<file path="src/rtl/tpurc_pkg.sv">
// Shared types and constants for the two-peer UDP relay classifier.
package tpurc_pkg;

    typedef enum logic [2:0] {
        VERDICT_DROP       = 3'd0,
        VERDICT_HEALTH     = 3'd1,
        VERDICT_REGISTERED = 3'd2,
        VERDICT_WAITING    = 3'd3,
        VERDICT_FORWARD    = 3'd4
    } verdict_t;

    typedef struct packed {
        verdict_t    verdict;
        logic [31:0] dest_ip;
        logic [15:0] dest_port;
        logic        slot_index;
    } result_t;

    // Configuration register indexes
    localparam logic CFG_TOKEN_HIGH = 1'b0;
    localparam logic CFG_TOKEN_LOW  = 1'b1;

    localparam logic [5:0] HEALTH_LEN = 6'd4;
    localparam logic [5:0] REG_LEN    = 6'd36;
    localparam logic [5:0] COUNT_SAT  = 6'd37;
    localparam logic [5:0] MAGIC_LEN  = 6'd4;

    // "SF4H" and "SF4G", first character at index 0
    localparam logic [7:0] HEALTH_MAGIC [4] = '{8'h53, 8'h46, 8'h34, 8'h48};
    localparam logic [7:0] REG_MAGIC    [4] = '{8'h53, 8'h46, 8'h34, 8'h47};

    // Lower-case ASCII hex character for one token nibble
    function automatic logic [7:0] hex_char(input logic [3:0] nib);
        logic [7:0] ch;
        if (nib < 4'd10)
            ch = 8'h30 + {4'h0, nib};
        else
            ch = 8'h57 + {4'h0, nib};
        return ch;
    endfunction

    // Fold 'A'..'Z' down to lower case
    function automatic logic [7:0] to_lower(input logic [7:0] b);
        logic [7:0] ch;
        if (b >= 8'h41 && b <= 8'h5A)
            ch = b + 8'h20;
        else
            ch = b;
        return ch;
    endfunction

endpackage

</file>
<file path="src/rtl/two_peer_udp_relay_classifier_top.sv">
// Top level of the two-peer UDP relay classifier: byte matcher, slot table and result buffer.
//
// Channel  | handshake             | payload
// ---------+-----------------------+------------------------------------------------------
// in       | in_valid / in_ready   | data_byte, src_ip, src_port, first_byte, last_byte
// out      | out_valid / out_ready | verdict, dest_ip, dest_port, slot_index
// cfg      | cfg_write_en          | cfg_index, cfg_wdata (no wait, no read-back)
//
// One byte is taken per cycle while in_ready is high. When the last byte of a datagram
// is transferred, its verdict is registered into the output register, or into the skid
// register while the output register is held. The match logic in between is combinational.
// Reset (rst_n low, asynchronous) clears the token, the datagram state and both slots.
// A result waiting on out_ready parks in a one-entry skid register; in_ready falls only
// while that skid register is full.
module two_peer_udp_relay_classifier_top (
    input  logic                 clk,
    input  logic                 rst_n,
    input  logic                 in_valid,
    output logic                 in_ready,
    input  logic [7:0]           data_byte,
    input  logic [31:0]          src_ip,
    input  logic [15:0]          src_port,
    input  logic                 first_byte,
    input  logic                 last_byte,
    output logic                 out_valid,
    input  logic                 out_ready,
    output tpurc_pkg::verdict_t  verdict,
    output logic [31:0]          dest_ip,
    output logic [15:0]          dest_port,
    output logic                 slot_index,
    input  logic                 cfg_write_en,
    input  logic                 cfg_index,
    input  logic [63:0]          cfg_wdata
);
    import tpurc_pkg::*;

    // Configuration
    logic [63:0] token_high_reg;
    logic [63:0] token_low_reg;

    // Per-datagram state
    logic [5:0]  byte_count_reg,  byte_count_next;
    logic        health_ok_reg,   health_ok_next;
    logic        reg_ok_reg,      reg_ok_next;
    logic        token_ok_reg,    token_ok_next;

    // Slot table: endpoint is {ip, port}
    logic [47:0] slot_ep_reg     [2];
    logic [47:0] slot_ep_next    [2];
    logic [1:0]  slot_active_reg, slot_active_next;

    // Output register and skid register
    result_t     out_res_reg,  out_res_next;
    logic        out_valid_reg, out_valid_next;
    result_t     skid_res_reg, skid_res_next;
    logic        skid_valid_reg, skid_valid_next;

    // Datapath signals
    logic        in_fire;
    logic        out_fire;
    logic [5:0]  cnt_eff;
    logic        health_eff, reg_eff, token_eff;
    logic [5:0]  cnt_new;
    logic        health_new, reg_new, token_new;
    logic [5:0]  digit_pos;
    logic [4:0]  digit_idx;
    logic [127:0] token_all;
    logic [7:0]  exp_char;
    logic        tok_hit;
    logic [47:0] src_ep;
    logic        own0, own1;
    logic        reg_hit;
    logic        reg_idx;
    logic [1:0]  active_after;
    result_t     res;

    assign in_ready  = !skid_valid_reg;
    assign in_fire   = in_valid && in_ready;
    assign out_fire  = out_valid_reg && out_ready;

    assign out_valid  = out_valid_reg;
    assign verdict    = out_res_reg.verdict;
    assign dest_ip    = out_res_reg.dest_ip;
    assign dest_port  = out_res_reg.dest_port;
    assign slot_index = out_res_reg.slot_index;

    assign src_ep    = {src_ip, src_port};
    assign token_all = {token_high_reg, token_low_reg};

    // Token digit for the current byte: digit 0 sits in the top nibble of token_high
    assign digit_pos = cnt_eff - MAGIC_LEN;
    assign digit_idx = digit_pos[4:0];
    assign exp_char  = hex_char(token_all[{~digit_idx, 2'b00} +: 4]);
    assign tok_hit   = (to_lower(data_byte) == exp_char);

    // First active slot holding the sender's endpoint
    assign own0 = slot_active_reg[0] && (slot_ep_reg[0] == src_ep);
    assign own1 = slot_active_reg[1] && (slot_ep_reg[1] == src_ep) && !own0;

    // Match the byte: first_byte starts a fresh datagram before this byte counts
    always_comb
    begin
        cnt_eff    = first_byte ? 6'd0 : byte_count_reg;
        health_eff = first_byte ? 1'b0 : health_ok_reg;
        reg_eff    = first_byte ? 1'b0 : reg_ok_reg;
        token_eff  = first_byte ? 1'b0 : token_ok_reg;

        health_new = health_eff;
        reg_new    = reg_eff;
        token_new  = token_eff;
        if (cnt_eff < MAGIC_LEN)
        begin
            health_new = (data_byte == HEALTH_MAGIC[cnt_eff[1:0]]) &&
                         ((cnt_eff == 6'd0) || health_eff);
            reg_new    = (data_byte == REG_MAGIC[cnt_eff[1:0]]) &&
                         ((cnt_eff == 6'd0) || reg_eff);
        end
        else if (cnt_eff < REG_LEN)
        begin
            token_new = tok_hit && ((cnt_eff == MAGIC_LEN) || token_eff);
        end

        cnt_new = (cnt_eff < COUNT_SAT) ? cnt_eff + 6'd1 : cnt_eff;
    end

    // Verdict and slot update for a last byte
    always_comb
    begin
        res              = '0;
        res.verdict      = VERDICT_DROP;
        slot_ep_next     = slot_ep_reg;
        slot_active_next = slot_active_reg;
        reg_hit          = 1'b0;
        reg_idx          = 1'b0;
        active_after     = slot_active_reg;

        // Pick the sender's own slot first, then the first free one
        if (own0)
        begin
            reg_hit = 1'b1;
            reg_idx = 1'b0;
        end
        else if (own1)
        begin
            reg_hit = 1'b1;
            reg_idx = 1'b1;
        end
        else if (!slot_active_reg[0])
        begin
            reg_hit = 1'b1;
            reg_idx = 1'b0;
        end
        else if (!slot_active_reg[1])
        begin
            reg_hit = 1'b1;
            reg_idx = 1'b1;
        end
        active_after[reg_idx] = 1'b1;

        if (cnt_new == HEALTH_LEN && health_new)
        begin
            res.verdict   = VERDICT_HEALTH;
            res.dest_ip   = src_ip;
            res.dest_port = src_port;
        end
        else if (cnt_new == REG_LEN && reg_new)
        begin
            // Bad token or no slot free: drop
            if (token_new && reg_hit)
            begin
                if (in_fire && last_byte)
                begin
                    slot_ep_next[reg_idx]     = src_ep;
                    slot_active_next[reg_idx] = 1'b1;
                end
                res.verdict    = (&active_after) ? VERDICT_REGISTERED : VERDICT_WAITING;
                res.dest_ip    = src_ip;
                res.dest_port  = src_port;
                res.slot_index = reg_idx;
            end
        end
        else if ((own0 || own1) && slot_active_reg[own0])
        begin
            // Forward to the partner slot: slot 1 when the sender holds slot 0
            res.verdict    = VERDICT_FORWARD;
            res.dest_ip    = slot_ep_reg[own0][47:16];
            res.dest_port  = slot_ep_reg[own0][15:0];
            res.slot_index = own1;
        end
    end

    // Datagram state: hold when idle, clear after a last byte
    always_comb
    begin
        byte_count_next = byte_count_reg;
        health_ok_next  = health_ok_reg;
        reg_ok_next     = reg_ok_reg;
        token_ok_next   = token_ok_reg;
        if (in_fire)
        begin
            if (last_byte)
            begin
                byte_count_next = 6'd0;
                health_ok_next  = 1'b0;
                reg_ok_next     = 1'b0;
                token_ok_next   = 1'b0;
            end
            else
            begin
                byte_count_next = cnt_new;
                health_ok_next  = health_new;
                reg_ok_next     = reg_new;
                token_ok_next   = token_new;
            end
        end
    end

    // Output register and skid: advance the skid entry first to keep order
    always_comb
    begin
        out_res_next    = out_res_reg;
        out_valid_next  = out_valid_reg;
        skid_res_next   = skid_res_reg;
        skid_valid_next = skid_valid_reg;
        if (out_fire || !out_valid_reg)
        begin
            if (skid_valid_reg)
            begin
                out_res_next    = skid_res_reg;
                out_valid_next  = 1'b1;
                skid_valid_next = 1'b0;
            end
            else if (in_fire && last_byte)
            begin
                out_res_next   = res;
                out_valid_next = 1'b1;
            end
            else
            begin
                out_valid_next = 1'b0;
            end
        end
        else if (in_fire && last_byte)
        begin
            skid_res_next   = res;
            skid_valid_next = 1'b1;
        end
    end

    // Control state and configuration
    always_ff @(posedge clk or negedge rst_n)
    begin
        if (!rst_n)
        begin
            token_high_reg  <= '0;
            token_low_reg   <= '0;
            byte_count_reg  <= '0;
            health_ok_reg   <= 1'b0;
            reg_ok_reg      <= 1'b0;
            token_ok_reg    <= 1'b0;
            slot_ep_reg[0]  <= '0;
            slot_ep_reg[1]  <= '0;
            slot_active_reg <= '0;
            out_valid_reg   <= 1'b0;
            skid_valid_reg  <= 1'b0;
        end
        else
        begin
            if (cfg_write_en && cfg_index == CFG_TOKEN_HIGH)
                token_high_reg <= cfg_wdata;
            if (cfg_write_en && cfg_index == CFG_TOKEN_LOW)
                token_low_reg <= cfg_wdata;
            byte_count_reg  <= byte_count_next;
            health_ok_reg   <= health_ok_next;
            reg_ok_reg      <= reg_ok_next;
            token_ok_reg    <= token_ok_next;
            slot_ep_reg     <= slot_ep_next;
            slot_active_reg <= slot_active_next;
            out_valid_reg   <= out_valid_next;
            skid_valid_reg  <= skid_valid_next;
        end
    end

    // Result payload, no reset
    always_ff @(posedge clk)
    begin
        out_res_reg  <= out_res_next;
        skid_res_reg <= skid_res_next;
    end

endmodule
</file>
<file path="config.mk">
export PLATFORM = sky130hd
export DESIGN_NAME = two_peer_udp_relay_classifier_top
export DESIGN_NICKNAME = d
export VERILOG_FILES = /design/src/rtl/tpurc_pkg.sv /design/src/rtl/two_peer_udp_relay_classifier_top.sv
export SDC_FILE = /design/constraint.sdc
export NUM_CORES = 1
export LEC_CHECK = 0
export BUFFER_PORTS_ARGS = -buffer_cell sky130_fd_sc_hd__buf_2
export CAP_MARGIN = 20
export CORE_UTILIZATION = 40
export DETAILED_ROUTE_END_ITERATION = 8
export GPL_TIMING_DRIVEN = 0
export SYNTH_ARGS = -nofsm -noshare
export SYNTH_HDL_FRONTEND = slang
export SYNTH_SLANG_ARGS = --single-unit
export TNS_END_PERCENT = 20
</file>
<file path="constraint.sdc">
create_clock -name clk -period 4.3 [get_ports clk]
set_input_delay 0.43 -clock clk [delete_from_list [all_inputs] [get_ports clk]]
set_output_delay 0.43 -clock clk [all_outputs]
set_load 0.1 [all_outputs]
</file>
==> metrics.md, run 1 <==
| Metric | Value |
|---|---|
| Area occupied by multi-input gates | `7760 um^2` |
| Largest family of logic cells by synthesized area | `multiplexers` |
| Die height | `209 um` |
| Hold Crit Class | `in2async` |
| Worst Setup Path Type | `reg2reg` |
| Post-synth cell types | `76` |
| Starting Density | `40.8%` |
| P&R area growth vs syn | `18.3%` |
| VDD IR-drop max | `0.000256 V` |
| Status | `finished with violations` |
| CP Data Required Time | `4.73 ns` |
| Avg Vias per Cell | `5.65` |
| Number of flip-flops in the largest register | `96` |
| Synth Area in Simple Gates | `7.65%` |
| Fin nets | `1766` |
| Slew margin rel. | `36.8%` |
| Setup WS pre-CTS | `-0.764 ns` |
| Die area | `43800 um^2` |
| Most frequent cells in the layout | `235 x dfrtp_1, 221 x mux2_2, 189 x buf_2, 104 x edfxtp_1, 75 x xor2_1` |
| Share of cells above drive strength 1 | `34.3%` |
| Pwr dens | `398 nW/um^2` |
| CTS tree | `done` |
| EDFF count, synth | `104` |
| Synth Register Bits | `341` |
| Crit path time final | `4.22 ns` |
| H-tree Lvls | `2` |
| Num ports | `182` |
| Reg-to-reg endpoint | `slot_ep_reg[27]` |
| Final WS setup | `0.0818 ns` |
| Final setup violation count | `0` |
| Core Area | `42100 um^2` |
| Post-Place Cells | `2123` |
| Multiplexer share of the synthesized area | `20.6%` |
| Crit path capture type | `flip-flop` |
| DRT iter0 DRCs | `857` |
| Worst reg2reg path startpoint | `byte_count_reg[2]` |
| Worst Path Max Fanout | `10` |
| Worst-Margin Slew | `0.948 ns` |
| Final HPWL DP | `36300 um` |
| Routed Antenna Nets | `0` |
| Period utilization | `98.1%` |
| Max Fclk | `0.237 GHz` |
| Buffers on Ports | `178` |
| Worst Skew | `0.0193 ns` |
| Leakage | `0.00843 uW` |
| Fillers | `3897` |
| Die span in x | `209 um` |
| Top-area cell type share of the netlist area | `34.5%` |
| Synth area leaders | `dfrtp_1 34%, edfxtp_1 18%, mux2_2 14%` |
| CP arrival | `4.65 ns` |
| Avg Inst Size Synth | `12.3 um^2` |
| Worst R2R Setup Slack | `0.08 ns` |
| Compound-Gate Fraction of Synth Area | `10.2%` |
| Initial antenna violation count | `4` |
| Clk_lat worst skew | `0.55 ns` |
| Placer Congestion | `0.912` |
| Global-route wire length before repair | `77400 um` |
| Register area | `9060 um^2` |
| Final WL | `49800 um` |
| Finished Layout Cells | `2200` |
| Syn_nets | `1534` |
| Via count | `12400` |
| Worst-case clock buffer depth | `3` |
| Slew Viols, Final | `0` |
| Hold slack | `-0.0218 ns` |
| DRC | `0` |
| # rows | `75` |
| Clock sinks | `341` |
| Post-synthesis adder-cell area fraction | `0.364%` |
| CTS Buf Count | `38` |
| Mapped Cells | `1401` |
| Prevailing post-synth register cell | `dfrtp_1` |
| CTS root buf | `clkbuf_16` |
| Max-Cap Viols | `0` |
| Number of global-route vias before repair | `12600` |
| Commonest non-fill, non-tap cell in the layout | `dfrtp_1` |
| Ys Warns | `0` |
| Synth Cell Area | `17200 um^2` |
| Synth Area in XOR/XNOR | `5.40%` |
| Routed WL per cell | `22.6 um` |
| Ys async rst share | `69.5%` |
| GRT overflow | `0` |
| Post-CTS Hold Buffers | `0` |
| Startpoint types | `flip-flop` |
| Total power | `8090 uW` |
| Clock Pin Slew Worst Setup and Hold Paths | `0.06 ns` |
| Largest net degree at the start of global routing | `124` |
| Drt pass-1 iters | `5` |
| Failing checks | `negative hold slack` |
| Final Hold Fails | `38` |
| GRT Total Usage | `23.2%` |
| Cell taking the most area after synthesis | `dfrtp_1` |
| Proportion of synthesized chip area in sequential cells | `52.7%` |
| R2r worst-path depth | `16` |
## cells in the mapped netlist (3+ instances only)
master,count
a211oi_1,5
a21oi_1,70
a22o_1,3
a22oi_1,6
a31oi_1,8
a32oi_1,5
and3_1,3
buf_2,18
buf_4,4
buf_6,8
clkbuf_1,62
dfrtp_1,237
edfxtp_1,104
ha_1,5
inv_1,18
inv_2,4
mux2_2,221
mux2_4,9
mux2i_1,67
mux4_2,10
nand2_1,69
nand2b_1,6
nand3_1,15
nand4_1,13
nor2_1,29
nor2b_1,10
nor3_1,61
nor3b_1,6
nor4_1,24
o21a_1,3
o21ai_0,64
o21ai_1,6
o22ai_1,15
o2bb2ai_1,48
o31ai_1,7
xnor2_1,31
xor2_1,75
## critical path, cell delays in order, from the launching register on
cell	delay [ns]
dfrtp_2	0.46
buf_6	0.22
mux4_2	0.57
nor3b_1	0.16
o21ai_1	0.22
a32oi_2	0.20
inv_2	0.12
o21ai_1	0.10
a211oi_1	0.27
a31oi_1	0.10
o21ai_2	0.21
a311oi_4	0.17
or4b_1	0.48
buf_2	0.18
buf_6	0.16
buf_6	0.17
mux2_4	0.30
## metrics by stage
step | utilization, % | cell area [um^2] | TNS (ns)
2_1_floorplan | - | 17200 | 0
6_report | 48.3 | 20300 | 0
5_1_grt | 48.3 | 20300 | -0.0748
3_5_place_dp | 44.8 | 18900 | -67.32
4_1_cts | 47.8 | 20100 | -0.0603
3_3_place_gp | 44.5 | 18800 | -570.29
## metal layers
layer  up-vias  global-route usage, %  routed length [um]
met5         -                      0                  39
met4         6                   5.05                 843
met3        59                   4.19                2840
met2       338                   35.7               22400
met1      6344                   34.3               23700
li1       5693                      -                   -
## how the worst max path moves through the flow
stage	from	to	slack, ns
global placement	skid_valid_reg	dest_ip[13]	-1.80
finish	byte_count_reg[2]	slot_ep_reg[27]	0.08
CTS	byte_count_reg[0]	skid_res_reg[16]	-0.03
detailed placement	first_byte	skid_res_reg[10]	-0.76
floorplan	skid_valid_reg	dest_ip[0]	0.31
global route	byte_count_reg[0]	dest_ip[23]	-0.02
## final cells by class
cell class / instances / share of cell area (%)
antenna: 1 / 0.0123
buffer: 94 / 2.48
clock buffer: 55 / 5.44
clock inverter: 12 / 0.424
inverter: 22 / 0.437
multi-input combinational: 944 / 38.1
sequential: 341 / 44.5
tap: 539 / 3.31
timing repair buffer: 192 / 5.24
## repair_timing
item                       4_1_cts  5_1_grt
gates resized for setup         21       39
pin swaps                        2        3
setup endpoints to repair      188      183
setup buffers                    2        7
## cells by family (layout without fill, tap and decap cells)
logic type | Yosys count | count (layout)
xor gates and xnor gates | 106 | 106
and+or+nand+nor | 257 | 257
buffers and inverters | 116 | 375
other | 0 | 1
adders and majority gates | 5 | 5
DFF | 341 | 341
AOI/OAI and AO/OA | 267 | 267
muxes | 309 | 309
## report_power, final
part / internal (uW) / leakage, uW / switching (uW)
combinational: 461 / 0.00388 / 788
clock: 1850 / 0.000587 / 1320
sequential: 3570 / 0.00396 / 112
No activity file was read; power rests on OpenSTA's default activity.
==> run 2: changes to the inputs <==
ABC_AREA = 1   (was unset)
CORE_ASPECT_RATIO = 1.5   (was unset)
SLEW_MARGIN = 25   (was unset)
==> metrics.md, run 2 <==
| Metric | Value |
|---|---|
| Commonest non-fill, non-tap cell in the layout | `nand2_1` |
| Pint | `5740 uW` |
| Buffers on Ports | `174` |
| CP Data Required Time | `4.57 ns` |
| Worst Skew | `0.0273 ns` |
| Initial antenna violation count | `5` |
| DRT iter0 DRCs | `1181` |
| DRC | `0` |
| Sw Share | `28.8%` |
| Global-route wire length before repair | `97200 um` |
| Synth Cell Area | `19000 um^2` |
| Synth cell count leaders | `783 x nand2_1, 333 x inv_1, 237 x dfrtp_1` |
| Worst-Margin Slew | `0.877 ns` |
| Avg Vias per Cell | `5.24` |
| CP arrival | `4.32 ns` |
| Most common cell in the netlist | `nand2_1` |
| H-tree Lvls | `2` |
| Ys async rst share | `69.5%` |
| VDD IR-drop max | `0.000266 V` |
| Number of global-route vias before repair | `17100` |
| R2r worst-path depth | `19` |
| Worst Path Max Fanout | `11` |
| Prevailing post-synth register cell | `dfrtp_1` |
| Status | `finished clean` |
| GRT overflow | `0` |
| Clock sinks | `341` |
| CTS tree | `done` |
| CTS Buf Count | `37` |
| Die height | `269 um` |
| Slew Viols, Final | `0` |
| Worst-case clock buffer depth | `3` |
| RSZ-0062 raised after global routing | `false` |
| Max-Cap Viols | `0` |
| GRT Total Usage | `26.2%` |
| P&R area growth vs syn | `16.5%` |
| Met2 Routed Length | `33100 um` |
| Ys Warns | `0` |
| WL met1 | `23700 um` |
| Die span in x | `180 um` |
| Core Area | `46800 um^2` |
| Total power | `8070 uW` |
| Final Hold Fails | `0` |
| Slowest stage cell, crit path | `dfrtp_1` |
| Clk pwr share | `40.5%` |
| Number of cells on the critical path | `19` |
| Placer Congestion | `0.955` |
| Post-synth cell types | `49` |
| Synth Register Bits | `341` |
| Hold path cells | `3` |
| Routed WL per cell | `19.1 um` |
| Final HPWL DP | `48000 um` |
| Leakage | `0.0112 uW` |
| Max Fclk | `0.247 GHz` |
| Fin nets | `2823` |
| Worst path bufs/invs | `5` |
| Pwr dens | `364 nW/um^2` |
| DP Area | `20800 um^2` |
| # rows | `97` |
| Startpoint types | `flip-flop` |
| Syn_nets | `2599` |
| EDFF count, synth | `104` |
| Critical-path cell list | `nand2_2 > buf_4 > buf_4 > ha_1 > o21ai_1 > a2111oi_2 > nand2_1 > a21oi_1 > nand3_2 > nand2_1 > nor3_4 > buf_12 > buf_2 > nand2_1 > nand2_1 > inv_1 > nand2_1 > nand3_1 > nand2_1` |
| Period utilization | `94.3%` |
| Final setup violation count | `0` |
| Slew margin rel. | `41.2%` |
| Die area | `48400 um^2` |
| Post-route cell area | `22100 um^2` |
| Worst Setup Path Type | `reg2reg` |
| Fin Setup TNS | `0 ns` |
| Clock Pin Slew Worst Setup and Hold Paths | `0.06 ns` |
| Logic gate share of total power | `14.4%` |
| Metal3 WL | `2810 um` |
| Top-area cell type share of the netlist area | `31.2%` |
| Drt pass-1 iters | `5` |
| Mapped Cells | `2466` |
| CTS root buf | `clkbuf_16` |
| Register share of total power | `45.1%` |
| Number of flip-flops in the largest register | `96` |
| CP dominant cell by count | `nand2_1` |
| Delay-heaviest family, CP | `simple AND/OR/NAND/NOR gates` |
| Final WL | `63300 um` |
| CP max stage delay | `0.44 ns` |
| Crit path time final | `4.06 ns` |
| Crit path capture type | `flip-flop` |
| Hold Crit Class | `in2reg` |
| Synth area leaders | `dfrtp_1 31%, edfxtp_1 16%, nand2_1 15%` |
| Cell taking the most area after synthesis | `dfrtp_1` |
| Num ports | `182` |
| Most frequent cells in the layout | `783 x nand2_1, 333 x inv_1, 237 x dfrtp_1, 229 x nand3_1, 200 x buf_2` |
| Fillers | `4733` |
| Core Util, Final | `47.3%` |
| Starting Density | `40.6%` |
| Routed Antenna Nets | `0` |
| Via count | `17400` |
| Avg Inst Size Synth | `7.71 um^2` |
| NetSw | `2330 uW` |
| Largest net degree at the start of global routing | `85` |
| Top Layer Used | `met5` |
| Clk_lat worst skew | `0.56 ns` |
| Share of cells above drive strength 1 | `12.0%` |
| Proportion of synthesized chip area in sequential cells | `47.6%` |
[run 2: cells by family after synthesis]
logic type	count (synthesis)	share of synthesized area, %
DFF	341	47.6
xor gates and xnor gates	64	2.95
buffers and inverters	479	10.1
and+or+nand+nor	1177	26.1
AOI/OAI and AO/OA	400	12.8
adders and majority gates	5	0.329
[run 2: worst paths after layout]
| path | from | to | slack (ns) |
|---|---|---|---|
| worst min register to register | token_low_reg[49] | token_low_reg[49] | 0.48 |
| worst max register to register | byte_count_reg[0] | dest_ip[25] | 0.24 |
| min in group asynchronous | rst_n | token_low_reg[44] | 0.38 |
| worst max-delay path | byte_count_reg[0] | dest_ip[25] | 0.24 |
| max in group asynchronous | rst_n | token_low_reg[9] | 2.85 |
| worst min-delay path | cfg_wdata[33] | token_low_reg[33] | 0.14 |
[run 2: area by class of cell]
| cell class | instances | area [um^2] | share of cell area [%] |
|---|---|---|---|
| Buffer | 137 | 646 | 2.92 |
| Clock buffer | 54 | 1080 | 4.89 |
| Timing Repair Buffer | 186 | 1130 | 5.08 |
| Antenna cell | 5 | 12.5 | 0.0565 |
| Clock inverter | 13 | 128 | 0.576 |
| Inverter | 341 | 1280 | 5.79 |
| Multi-Input combinational cell | 1646 | 8070 | 36.5 |
| Tap cell | 594 | 743 | 3.36 |
| Sequential cell | 341 | 9050 | 40.9 |
[run 2: timing repair]
item,CTS,global route
gates resized for setup,4,4
endpoints found under the hold margin,41,0
hold buffers,1,0
endpoints found under the setup margin,97,131
setup buffers,0,4
pin swaps,0,2
[run 2: power by group through the flow]
stage	Sequential (uW)	Clock, uW	Combinational, uW
CTS	3640	3320	1170
global route	3660	3420	1280
global placement	3710	0	1120
finish	3640	3270	1160
floorplan	3900	0	533
detailed placement	3700	0	1170
[run 2: per-stage QoR]
| step | cells | worst slack, ns | hold slack, ns |
|---|---|---|---|
| 6_report | 3317 | 0.243 | 0.142 |
| 5_1_grt | 3314 | 0.00588 | 0.146 |
| 4_1_cts | 3308 | 0.0282 | 0.118 |
| 3_5_place_dp | 3241 | -0.770 | 0.349 |
| 3_3_place_gp | 3234 | -1.62 | 0.462 |
| 2_1_floorplan | 2466 | 0.441 | 0.134 |
[run 2: metal layers]
metal  GRT usage, %  vias to the layer above
met5              0                        -
met4           15.2                        6
met3           3.03                      167
met2           49.1                      537
met1           28.7                     8328
li1               -                     8348
[run 2: tightest hold or removal path, stage by stage]
cell and delay (ns):
buf_2 0.09, inv_1 0.05, o21ai_0 0.07
